--- config.mk ---
export PLATFORM = sky130hd
export DESIGN_NAME = encoder_travel_reverse_detector_core
export DESIGN_NICKNAME = d
export VERILOG_FILES = /design/src/design/etrd_pkg.sv /design/src/design/etrd_tracker.sv /design/src/design/etrd_cm_div.sv /design/src/design/encoder_travel_reverse_detector_core.sv
export SDC_FILE = /design/constraint.sdc
export NUM_CORES = 2
export LEC_CHECK = 0
export BUFFER_PORTS_ARGS = -buffer_cell sky130_fd_sc_hd__buf_2
export CAP_MARGIN = 10
export CORE_ASPECT_RATIO = 1.4
export CORE_MARGIN = 2
export CORE_UTILIZATION = 25
export CTS_CLUSTER_SIZE = 16
export DETAILED_ROUTE_END_ITERATION = 12
export PLACE_DENSITY = 0.43
export SLEW_MARGIN = 20
export SYNTH_ARGS = -nofsm -noshare
export SYNTH_HDL_FRONTEND = slang
export SYNTH_SLANG_ARGS = --single-unit
--- constraint.sdc ---
create_clock -name i_clk -period 23.3 [get_ports i_clk]
set_input_delay 4.66 -clock i_clk [delete_from_list [all_inputs] [get_ports i_clk]]
set_output_delay 4.66 -clock i_clk [all_outputs]
set_load 0.1 [all_outputs]
--- src/design/etrd_pkg.sv ---
package etrd_pkg;

    typedef enum logic [2:0] {
        CFG_NM_PER_COUNT    = 3'd0,
        CFG_REVERSE_GAP_US  = 3'd1,
        CFG_REVERSE_CONFIRM = 3'd2,
        CFG_MAX_METERS      = 3'd3,
        CFG_INVERT          = 3'd4
    } t_cfg_idx;

    localparam logic [23:0] RST_NM_PER_COUNT    = 24'd10000;
    localparam logic [31:0] RST_REVERSE_GAP_US  = 32'd50000;
    localparam logic [7:0]  RST_REVERSE_CONFIRM = 8'd4;
    localparam logic [23:0] RST_CAP_CM          = 24'd1000000;

    localparam logic [6:0]  CM_PER_M   = 7'd100;
    localparam logic [7:0]  STREAK_MAX = 8'hFF;

    // nm / 10^7 = (nm >> 7) / 78125; reciprocal is floor(2^40 / 78125)
    localparam logic [23:0] DIV_RECIP = 24'd14073748;
    localparam logic [16:0] DIV_ODD   = 17'd78125;
    localparam logic [18:0] DIV_ODD_1 = 19'd78125;
    localparam logic [18:0] DIV_ODD_2 = 19'd156250;
    localparam logic [18:0] DIV_ODD_3 = 19'd234375;

    typedef struct packed {
        logic [23:0] scale_nm;
        logic [31:0] reverse_gap_us;
        logic [7:0]  reverse_confirm;
        logic [23:0] cap_cm;
        logic        invert;
    } t_cfg;

    typedef struct packed {
        logic [15:0] fwd;
        logic [15:0] rev;
        logic        ovf;
        logic [31:0] now_ms;
        logic [31:0] now_us;
        logic        take_win;
        logic        take_rev;
        logic        clr;
    } t_poll;

    typedef struct packed {
        t_poll       poll;
        logic [39:0] travel_add;
    } t_item;

    typedef struct packed {
        logic [47:0] distance_nm;
        logic [31:0] window;
        logic        hit;
        logic        active;
        logic [31:0] pulse_ms;
    } t_report;

    typedef struct packed {
        logic ld_mul;
        logic ld_fix;
    } t_div_ctl;

endpackage

--- src/design/etrd_tracker.sv ---
module etrd_tracker (
    input  logic             i_clk,
    input  logic             i_rst_n,
    input  logic             i_upd,
    input  etrd_pkg::t_item  i_item,
    input  logic [31:0]      i_gap_us,
    input  logic [7:0]       i_confirm,
    output etrd_pkg::t_report o_report
);
    import etrd_pkg::*;

    logic [47:0] r_dist, n_dist;
    logic [31:0] r_win,  n_win;
    logic        r_hit,  n_hit;
    logic [7:0]  r_streak, n_streak;
    logic [31:0] r_lrt,  n_lrt;
    logic [31:0] r_pt,   n_pt;

    logic [47:0] acc_nm;
    logic [31:0] win;
    logic        hit;
    logic [7:0]  streak;
    logic [31:0] lrt;
    logic        active;
    logic [48:0] dist_sum;
    logic [32:0] win_sum_f;
    logic [32:0] win_sum_r;
    logic [31:0] gap_seen;
    logic [7:0]  rev_add;
    logic [8:0]  streak_sum;

    always_comb begin
        acc_nm = r_dist;
        win    = r_win;
        hit    = r_hit;
        streak = r_streak;
        lrt    = r_lrt;
        n_pt   = r_pt;

        if (i_item.poll.clr) begin
            acc_nm = '0;
            win    = '0;
            hit    = 1'b0;
            streak = '0;
            lrt    = '0;
        end

        active = (i_item.poll.fwd != 16'd0) || (i_item.poll.rev != 16'd0) || i_item.poll.ovf;
        if (active) begin
            n_pt = i_item.poll.now_ms;
        end

        dist_sum  = {1'b0, acc_nm} + {9'd0, i_item.travel_add};
        win_sum_f = {1'b0, win} + {17'd0, i_item.poll.fwd};
        if (i_item.poll.fwd != 16'd0) begin
            streak = '0;
            win    = win_sum_f[32] ? 32'hFFFF_FFFF : win_sum_f[31:0];
            acc_nm = dist_sum[48] ? 48'hFFFF_FFFF_FFFF : dist_sum[47:0];
        end

        win_sum_r  = {1'b0, win} + {17'd0, i_item.poll.rev};
        gap_seen   = i_item.poll.now_us - lrt;
        rev_add    = (i_item.poll.rev[15:8] != 8'd0) ? STREAK_MAX : i_item.poll.rev[7:0];
        streak_sum = 9'd0;
        if (i_item.poll.rev != 16'd0) begin
            win = win_sum_r[32] ? 32'hFFFF_FFFF : win_sum_r[31:0];
            if ((streak != 8'd0) && (gap_seen > i_gap_us)) begin
                streak = '0;
            end
            lrt        = i_item.poll.now_us;
            streak_sum = {1'b0, streak} + {1'b0, rev_add};
            streak     = streak_sum[8] ? STREAK_MAX : streak_sum[7:0];
            if (streak >= i_confirm) begin
                hit    = 1'b1;
                streak = '0;
            end
        end

        o_report.distance_nm = acc_nm;
        o_report.window      = win;
        o_report.hit         = hit;
        o_report.active      = active;
        o_report.pulse_ms    = n_pt;

        n_dist   = acc_nm;
        n_win    = i_item.poll.take_win ? 32'd0 : win;
        n_hit    = i_item.poll.take_rev ? 1'b0 : hit;
        n_streak = streak;
        n_lrt    = lrt;
    end

    always_ff @(posedge i_clk) begin
        if (!i_rst_n) begin
            r_dist   <= '0;
            r_win    <= '0;
            r_hit    <= 1'b0;
            r_streak <= '0;
            r_lrt    <= '0;
            r_pt     <= '0;
        end else if (i_upd) begin
            r_dist   <= n_dist;
            r_win    <= n_win;
            r_hit    <= n_hit;
            r_streak <= n_streak;
            r_lrt    <= n_lrt;
            r_pt     <= n_pt;
        end
    end

endmodule

--- src/design/etrd_cm_div.sv ---
module etrd_cm_div (
    input  logic               i_clk,
    input  etrd_pkg::t_div_ctl i_ctl,
    input  logic [47:0]        i_distance_nm,
    input  logic [23:0]        i_cap_cm,
    output logic [23:0]        o_travel_cm
);
    import etrd_pkg::*;

    logic [48:0] r_prod_a;
    logic [18:0] r_xlo_a;
    logic [24:0] r_q_b;
    logic [18:0] r_mlo_b;
    logic [18:0] r_xlo_b;

    logic [48:0] n_prod_a;
    logic [24:0] q_est;
    logic [41:0] n_mul_b;
    logic [18:0] rem;
    logic [1:0]  corr;
    logic [24:0] cm;

    assign n_prod_a = {24'd0, i_distance_nm[47:23]} * {25'd0, DIV_RECIP};
    assign q_est    = r_prod_a[48:24];
    assign n_mul_b  = {17'd0, q_est} * {25'd0, DIV_ODD};

    always_ff @(posedge i_clk) begin
        if (i_ctl.ld_mul) begin
            r_prod_a <= n_prod_a;
            r_xlo_a  <= i_distance_nm[25:7];
        end
        if (i_ctl.ld_fix) begin
            r_q_b   <= q_est;
            r_mlo_b <= n_mul_b[18:0];
            r_xlo_b <= r_xlo_a;
        end
    end

    // estimate falls short by at most three; fix up from the remainder
    always_comb begin
        rem  = r_xlo_b - r_mlo_b;
        corr = 2'd0;
        if (rem >= DIV_ODD_3) begin
            corr = 2'd3;
        end else if (rem >= DIV_ODD_2) begin
            corr = 2'd2;
        end else if (rem >= DIV_ODD_1) begin
            corr = 2'd1;
        end
        cm          = r_q_b + {23'd0, corr};
        o_travel_cm = (cm > {1'b0, i_cap_cm}) ? i_cap_cm : cm[23:0];
    end

endmodule

--- src/design/encoder_travel_reverse_detector_core.sv ---
// Encoder travel and reverse detector. Each poll item carries forward and reverse
// count deltas, an overflow flag and the ms/us times, and gives exactly one result
// item: forward travel in cm (capped at max metres times 100), the saturating pulse
// window, the latched reverse-hit flag, activity and the time of the last active
// poll. One item is taken every cycle while the output is not stalled; each result
// passes through the input register, count scaling multiply, state update, two
// multiply stages of the nm-to-cm division and result register. Travel, window and
// streak state is updated once per item. Configuration registers must be written
// through the write port while no item is in flight; the block does not enforce
// this. Stall on the output backs up through the stages only once all are full.
module encoder_travel_reverse_detector_core (
    input  logic        i_clk,
    input  logic        i_rst_n,

    input  logic        i_cfg_we,
    input  logic [2:0]  i_cfg_idx,
    input  logic [31:0] i_cfg_data,

    input  logic        i_valid,
    output logic        o_stall,
    input  logic [15:0] i_forward_count,
    input  logic [15:0] i_reverse_count,
    input  logic        i_overflow,
    input  logic [31:0] i_now_ms,
    input  logic [31:0] i_now_us,
    input  logic        i_take_window,
    input  logic        i_take_reverse,
    input  logic        i_clear_all,

    output logic        o_valid,
    input  logic        i_stall,
    output logic [23:0] o_travel_cm,
    output logic [31:0] o_pulse_window,
    output logic        o_reverse_hit,
    output logic        o_activity,
    output logic [31:0] o_last_pulse_ms
);
    import etrd_pkg::*;

    t_cfg    r_cfg;
    logic    r_v0, r_v1, r_v2, r_v3, r_v4, r_vo;
    t_poll   r_s0;
    t_item   r_s1, n_s1;
    t_report r_s2, r_s3, r_s4, n_s2;
    logic [23:0] r_o_travel_cm;
    t_report     r_o_rpt;

    logic rdy0, rdy1, rdy2, rdy3, rdy4, rdy_o;
    logic upd;
    logic [23:0] n_cap_cm;
    logic [23:0] div_cm;
    t_div_ctl    div_ctl;

    assign rdy_o = !r_vo || !i_stall;
    assign rdy4  = !r_v4 || rdy_o;
    assign rdy3  = !r_v3 || rdy4;
    assign rdy2  = !r_v2 || rdy3;
    assign rdy1  = !r_v1 || rdy2;
    assign rdy0  = !r_v0 || rdy1;
    assign o_stall = !rdy0;
    assign upd     = r_v1 && rdy2;

    assign n_cap_cm = {7'd0, i_cfg_data[16:0]} * {17'd0, CM_PER_M};

    always_ff @(posedge i_clk) begin
        if (!i_rst_n) begin
            r_cfg.scale_nm        <= RST_NM_PER_COUNT;
            r_cfg.reverse_gap_us  <= RST_REVERSE_GAP_US;
            r_cfg.reverse_confirm <= RST_REVERSE_CONFIRM;
            r_cfg.cap_cm          <= RST_CAP_CM;
            r_cfg.invert          <= 1'b0;
        end else if (i_cfg_we) begin
            case (t_cfg_idx'(i_cfg_idx))
                CFG_NM_PER_COUNT:    r_cfg.scale_nm        <= i_cfg_data[23:0];
                CFG_REVERSE_GAP_US:  r_cfg.reverse_gap_us  <= i_cfg_data;
                CFG_REVERSE_CONFIRM: r_cfg.reverse_confirm <= i_cfg_data[7:0];
                CFG_MAX_METERS:      r_cfg.cap_cm          <= n_cap_cm;
                CFG_INVERT:          r_cfg.invert          <= i_cfg_data[0];
                default: begin
                end
            endcase
        end
    end

    always_comb begin
        n_s1.poll = r_s0;
        if (r_cfg.invert) begin
            n_s1.poll.fwd = r_s0.rev;
            n_s1.poll.rev = r_s0.fwd;
        end
        n_s1.travel_add = {24'd0, n_s1.poll.fwd} * {16'd0, r_cfg.scale_nm};
    end

    always_ff @(posedge i_clk) begin
        if (!i_rst_n) begin
            r_v0 <= 1'b0;
            r_v1 <= 1'b0;
            r_v2 <= 1'b0;
            r_v3 <= 1'b0;
            r_v4 <= 1'b0;
            r_vo <= 1'b0;
        end else begin
            if (rdy0)  r_v0 <= i_valid;
            if (rdy1)  r_v1 <= r_v0;
            if (rdy2)  r_v2 <= r_v1;
            if (rdy3)  r_v3 <= r_v2;
            if (rdy4)  r_v4 <= r_v3;
            if (rdy_o) r_vo <= r_v4;
        end
    end

    always_ff @(posedge i_clk) begin
        if (rdy0) begin
            r_s0.fwd      <= i_forward_count;
            r_s0.rev      <= i_reverse_count;
            r_s0.ovf      <= i_overflow;
            r_s0.now_ms   <= i_now_ms;
            r_s0.now_us   <= i_now_us;
            r_s0.take_win <= i_take_window;
            r_s0.take_rev <= i_take_reverse;
            r_s0.clr      <= i_clear_all;
        end
        if (rdy1) r_s1 <= n_s1;
        if (rdy2) r_s2 <= n_s2;
        if (rdy3) r_s3 <= r_s2;
        if (rdy4) r_s4 <= r_s3;
        if (rdy_o) begin
            r_o_rpt       <= r_s4;
            r_o_travel_cm <= div_cm;
        end
    end

    etrd_tracker u_tracker (
        .i_clk     (i_clk),
        .i_rst_n   (i_rst_n),
        .i_upd     (upd),
        .i_item    (r_s1),
        .i_gap_us  (r_cfg.reverse_gap_us),
        .i_confirm (r_cfg.reverse_confirm),
        .o_report  (n_s2)
    );

    assign div_ctl.ld_mul = rdy3;
    assign div_ctl.ld_fix = rdy4;

    etrd_cm_div u_cm_div (
        .i_clk         (i_clk),
        .i_ctl         (div_ctl),
        .i_distance_nm (r_s2.distance_nm),
        .i_cap_cm      (r_cfg.cap_cm),
        .o_travel_cm   (div_cm)
    );

    assign o_valid         = r_vo;
    assign o_travel_cm     = r_o_travel_cm;
    assign o_pulse_window  = r_o_rpt.window;
    assign o_reverse_hit   = r_o_rpt.hit;
    assign o_activity      = r_o_rpt.active;
    assign o_last_pulse_ms = r_o_rpt.pulse_ms;

    assert property (@(posedge i_clk) disable iff (!i_rst_n)
        r_vo |-> (r_o_travel_cm <= r_cfg.cap_cm))
        else $error("travel above cap");

    assert property (@(posedge i_clk) disable iff (!i_rst_n)
        o_stall |-> (r_v0 && r_v1 && r_v2 && r_v3 && r_v4 && r_vo))
        else $error("input stalled with a free stage");

    assert property (@(posedge i_clk) disable iff (!i_rst_n)
        $rose(r_vo) |-> $past(r_v4))
        else $error("result without an item in the last stage");

endmodule
Yosys cells after proc, flatten, opt, wreduce, memory -nomap -nowiden
Cells that the tools add are included.
- flip-flop bits (word level): 951
- input bits: 140
- output and inout port bits: 92
- logic and storage cells: 136
- $add $sub $neg: 7
- $mul: 4
- magnitude comparators: 6
- eq/ne operators: 4
- muxes and demuxes: 29
- reductions and logical operators: 28
- operators by type and width (kind ; count):
    2-to-1 mux 32 bit ; 10
    2-to-1 mux 48 bit ; 3
    adder 32 x 16 -> 33 bit ; 2
    2-to-1 mux 8 bit ; 8
    adder 48 x 40 -> 49 bit ; 1
    multiplier 25 x 22 -> 47 bit (second input constant) ; 1
    multiplier 16 x 24 -> 40 bit ; 1
    greater-or-equal comparator 19 x 18 -> 1 bit (second input constant) ; 2
    greater-than comparator 32 bit ; 1
    nonzero test 16 bit ; 2
    subtractor 32 bit ; 1
    adder 25 x 2 -> 25 bit ; 1
    greater-than comparator 25 x 24 -> 1 bit ; 1
    multiplier 25 x 17 -> 19 bit (second input constant) ; 1
    2-to-1 mux 24 bit ; 1
    multiplier 17 x 5 -> 22 bit (second input constant) ; 1
    greater-or-equal comparator 19 x 17 -> 1 bit (second input constant) ; 1
    subtractor 19 bit ; 1
    nonzero test 8 bit ; 2
    AND reduction 2 bit ; 5
    adder 8 x 8 -> 9 bit ; 1
    greater-or-equal comparator 8 bit ; 1
    zero test 1 bit ; 8
    logical OR 1 bit ; 8
    7 further kinds ; 14

Longest topological paths before layout
- depth in word-level cells: 12
- gate-level depth with buffers: 49
- mapped depth without buffers: 46

By module
From an unflattened synthesis, not the netlist that was laid out.
- cell total of the unflattened synthesis: 6389
- area total of the unflattened synthesis: 68654.6 um^2
- by module, submodules not included (module ; instances ; cells each ; area an instance (um^2) ; seq. area each (um^2)):
    encoder_travel_reverse_detector_core ; 1 ; 2686 ; 34984.8 ; 19158.4
    etrd_cm_div ; 1 ; 1705 ; 18749.2 ; 3153.0
    etrd_tracker ; 1 ; 1998 ; 14920.6 ; 3062.9

Worst setup path before layout
No wires, ideal clock.
- path kind: input-to-output
- from: input i_stall
- to: output o_stall
- arrival time: 9.254 ns
- data required time: 18.640 ns
- slack: 9.386 ns
- cell stages on the path: 4
- buffers on the path: 0
- path through: and3_1 > and3_1 > nand3_1 > inv_1
- cells in the longest elaborated chain, start to end: 8
- ends and longest elaborated chain (item ; RTL line ; RTL):
    start: declaration ; encoder_travel_reverse_detector_core.sv:31 ; input logic i_stall,
    zero test 1 bit ; encoder_travel_reverse_detector_core.sv:54 ; assign rdy_o = !r_vo || !i_stall;
    logical OR 1 bit ; encoder_travel_reverse_detector_core.sv:54 ;
    logical OR 1 bit ; encoder_travel_reverse_detector_core.sv:55 ; assign rdy4 = !r_v4 || rdy_o;
    logical OR 1 bit ; encoder_travel_reverse_detector_core.sv:56 ; assign rdy3 = !r_v3 || rdy4;
    logical OR 1 bit ; encoder_travel_reverse_detector_core.sv:57 ; assign rdy2 = !r_v2 || rdy3;
    logical OR 1 bit ; encoder_travel_reverse_detector_core.sv:58 ; assign rdy1 = !r_v1 || rdy2;
    logical OR 1 bit ; encoder_travel_reverse_detector_core.sv:59 ; assign rdy0 = !r_v0 || rdy1;
    zero test 1 bit ; encoder_travel_reverse_detector_core.sv:60 ; assign o_stall = !rdy0;
    end: declaration ; encoder_travel_reverse_detector_core.sv:20 ; output logic o_stall,
Every way passes these cells.

Worst setup path after layout
Ends and elaborated chain as after synthesis.

==> metrics.txt <==
DRC errors left 0; syn_nets 7689; Crit Path Max Fanout 35; Mapped Cells 6255; crit-path cells buf_2 -> and3_1 -> and3_1 -> nand3_4 -> inv_1 -> buf_2; HP Start n_s1[60]$_DFFE_PN_; drt pass-1 iters 7; Die Wd 443.3 um; Crit path max-delay family simple AND/OR/NAND/NOR gates; worst path bufs/invs 3; CP Launch Type primary input; Tightest Pin Transition 1.115 ns; RR Startpoint r_s1[40]$_DFFE_PP_; first-pass GRT wire length 303600 um; critical path arrival 6.81 ns; antenna violations before repair 23; Synth Register Bits 920; Filler cells 28021; Max Root-Sink Buffers 3; layout cells sized above 1 9.152%; Cell Area, Synth 0.06753 mm^2; H-tree depth 3; Initial Utilization 25.15%; multi-input logic area 0.03817 mm^2; drt wl/cell 19.86 um; Post-synth EDFFs 674; most area-consuming cells after synthesis edfxtp_1 (30%), fa_1 (19%), ha_1 (12%); Worst Setup SP i_stall; vias in the first global route 48683; # hold bufs at CTS 0; post-route core utilization 28.46%; Sum Neg Setup Slack 0 ns; clk sinks 920; number of nets in the layout 7883; final hold violation count 0; RSZ-0062 raised after global routing false; post-synth top area cell edfxtp_1; vias per inst 4.458; final WL 199700 um; Worst path depth 6; gp weighted congestion 0.8640; YS warnings 0; clock slew at reported path FFs 0.06 ns; Die Ht 619.0 um; Core ar. 0.2686 mm^2; clk_skew 0.08688 ns; Sequential Area 0.02517 mm^2; top_reg_cell synth edfxtp_1; Critical Path Slowest Stage Cell nand3_4; Routed Antenna Nets 0; Pins Over Slew Limit 0; Slew headroom 25.69%; vias 44841; I/O Buffers 231; share of the synthesized area in the top cell type 29.97%; DRT iter0 DRCs 2190; largest net degree at the start of global routing 96; hold depth 0; Max Cap Viol 0; io pins 232; Layout area overhead 13.19%; outcome completed; Hold Crit Class reg -> reg; Post-synth ARST share 0%; CTS Root Cell clkbuf_16; fin crit share 49.24%; fin crit period 11.47 ns; post-DP HPWL 156900 um; FP Rows 225; Overflow after GRT 0; synthesized area per cell 10.80 um^2; Crit Path Class in -> out; Worst setup EP type output pin; register area share after synthesis 37.26%; total CTS buffers 101; postcts setup bufs 0; CP peak stage delay 0.55 ns; TritonCTS clock tree done; Worst EP required 18.64 ns; Worst-Skew Late Latency 0.76 ns; count of unique library cells instantiated by Yosys 94; setup violators final 0; die area 0.2744 mm^2; total track usage 14.55%; fmax 87.16 MHz; Resize count post-CTS 0; cells on worst reg2reg path 46
## Yosys cell counts, types with 39 or more instances
master	count
nand3_1	68
and2_1	168
nand2_1	621
xor2_1	85
a21oi_1	326
inv_1	949
nor2_1	338
ha_1	646
o21a_1	55
o21ai_0	130
edfxtp_1	674
xnor2_1	165
nand2b_1	42
nor2b_1	89
clkbuf_1	171
o211ai_1	42
a21o_1	106
dfxtp_1	246
fa_1	648
and3_1	45
nand4_1	39
mux2_2	66
nor3_1	93
## flip-flops by register name, indices dropped and copies added, names as in the netlist, 48 cells and up
register,cells
r_cfg,87
r_s1,140
r_s3,66
n_s1,68
u_tracker.r_dist,48
r_s4,66
r_s2,107
## cell families (layout without fill, tap and decap cells)
group                      Yosys count  after routing  share of synthesized area, %
DFF                                920            920                         37.26
other                                0              7                             0
and+or+nand+nor                   1597           1597                         11.14
muxes                               77             77                         1.265
AOI/OAI and AO/OA                  975            975                         9.523
buffers and inverters             1141           1420                         6.364
xor gates and xnor gates           251            251                         3.266
adders and majority gates         1294           1294                         31.18
## layout make-up
cell class,count,area share [%]
diodes,7,0.02292
clock buffers,125,3.488
clock inverters,63,1.111
inverters,950,4.681
multi-input cells,4194,49.94
flip-flops and latches,920,32.92
well taps,3518,5.758
repair buffers,282,2.082
## final timing paths
kind,slack [ns],endpoint
max,11.83,o_stall
min,0.40,r_s1[60]$_DFFE_PP_
max reg2reg,12.83,u_tracker.r_hit$_SDFFE_PN0P_
min reg2reg,0.40,r_s1[60]$_DFFE_PP_
## per-layer routing
layer,share of wire (%),vias to the layer above,GRT usage [%]
met3,2.7,277,1.726
met4,4.1,28,5.686
met2,54,641,28.11
li1,-,21414,-
met5,0.082,-,0
met1,39,22481,16.00
## metrics by stage
stage | area (um^2) | hold WS (ns) | instances | worst slack [ns]
3_5_place_dp | 72910 | 0.4045 | 9864 | 11.75
3_3_place_gp | 72860 | 0.4006 | 9862 | 11.77
6_report | 76440 | 0.4000 | 10059 | 11.83
2_1_floorplan | 67530 | 0.4003 | 6255 | 9.386
5_1_grt | 76430 | 0.4047 | 10055 | 11.58
4_1_cts | 76420 | 0.3901 | 10052 | 11.74
## placed cells by master (no fill, tap or decap), drive strengths merged, types with 125 or more instances in the layout
cell type	synthesis	layout
inv	950	957
nor2	338	338
xnor2	165	165
fa	648	648
and2	169	169
a21oi	334	334
ha	646	646
nand2	621	621
buf	20	282
o21ai	138	138
edfxtp	674	674
clkbuf	171	125
dfxtp	246	246
Power is left out: the tool's default activity adds up to more than one toggle a clock period on the data nets, which glitch-free logic cannot reach.
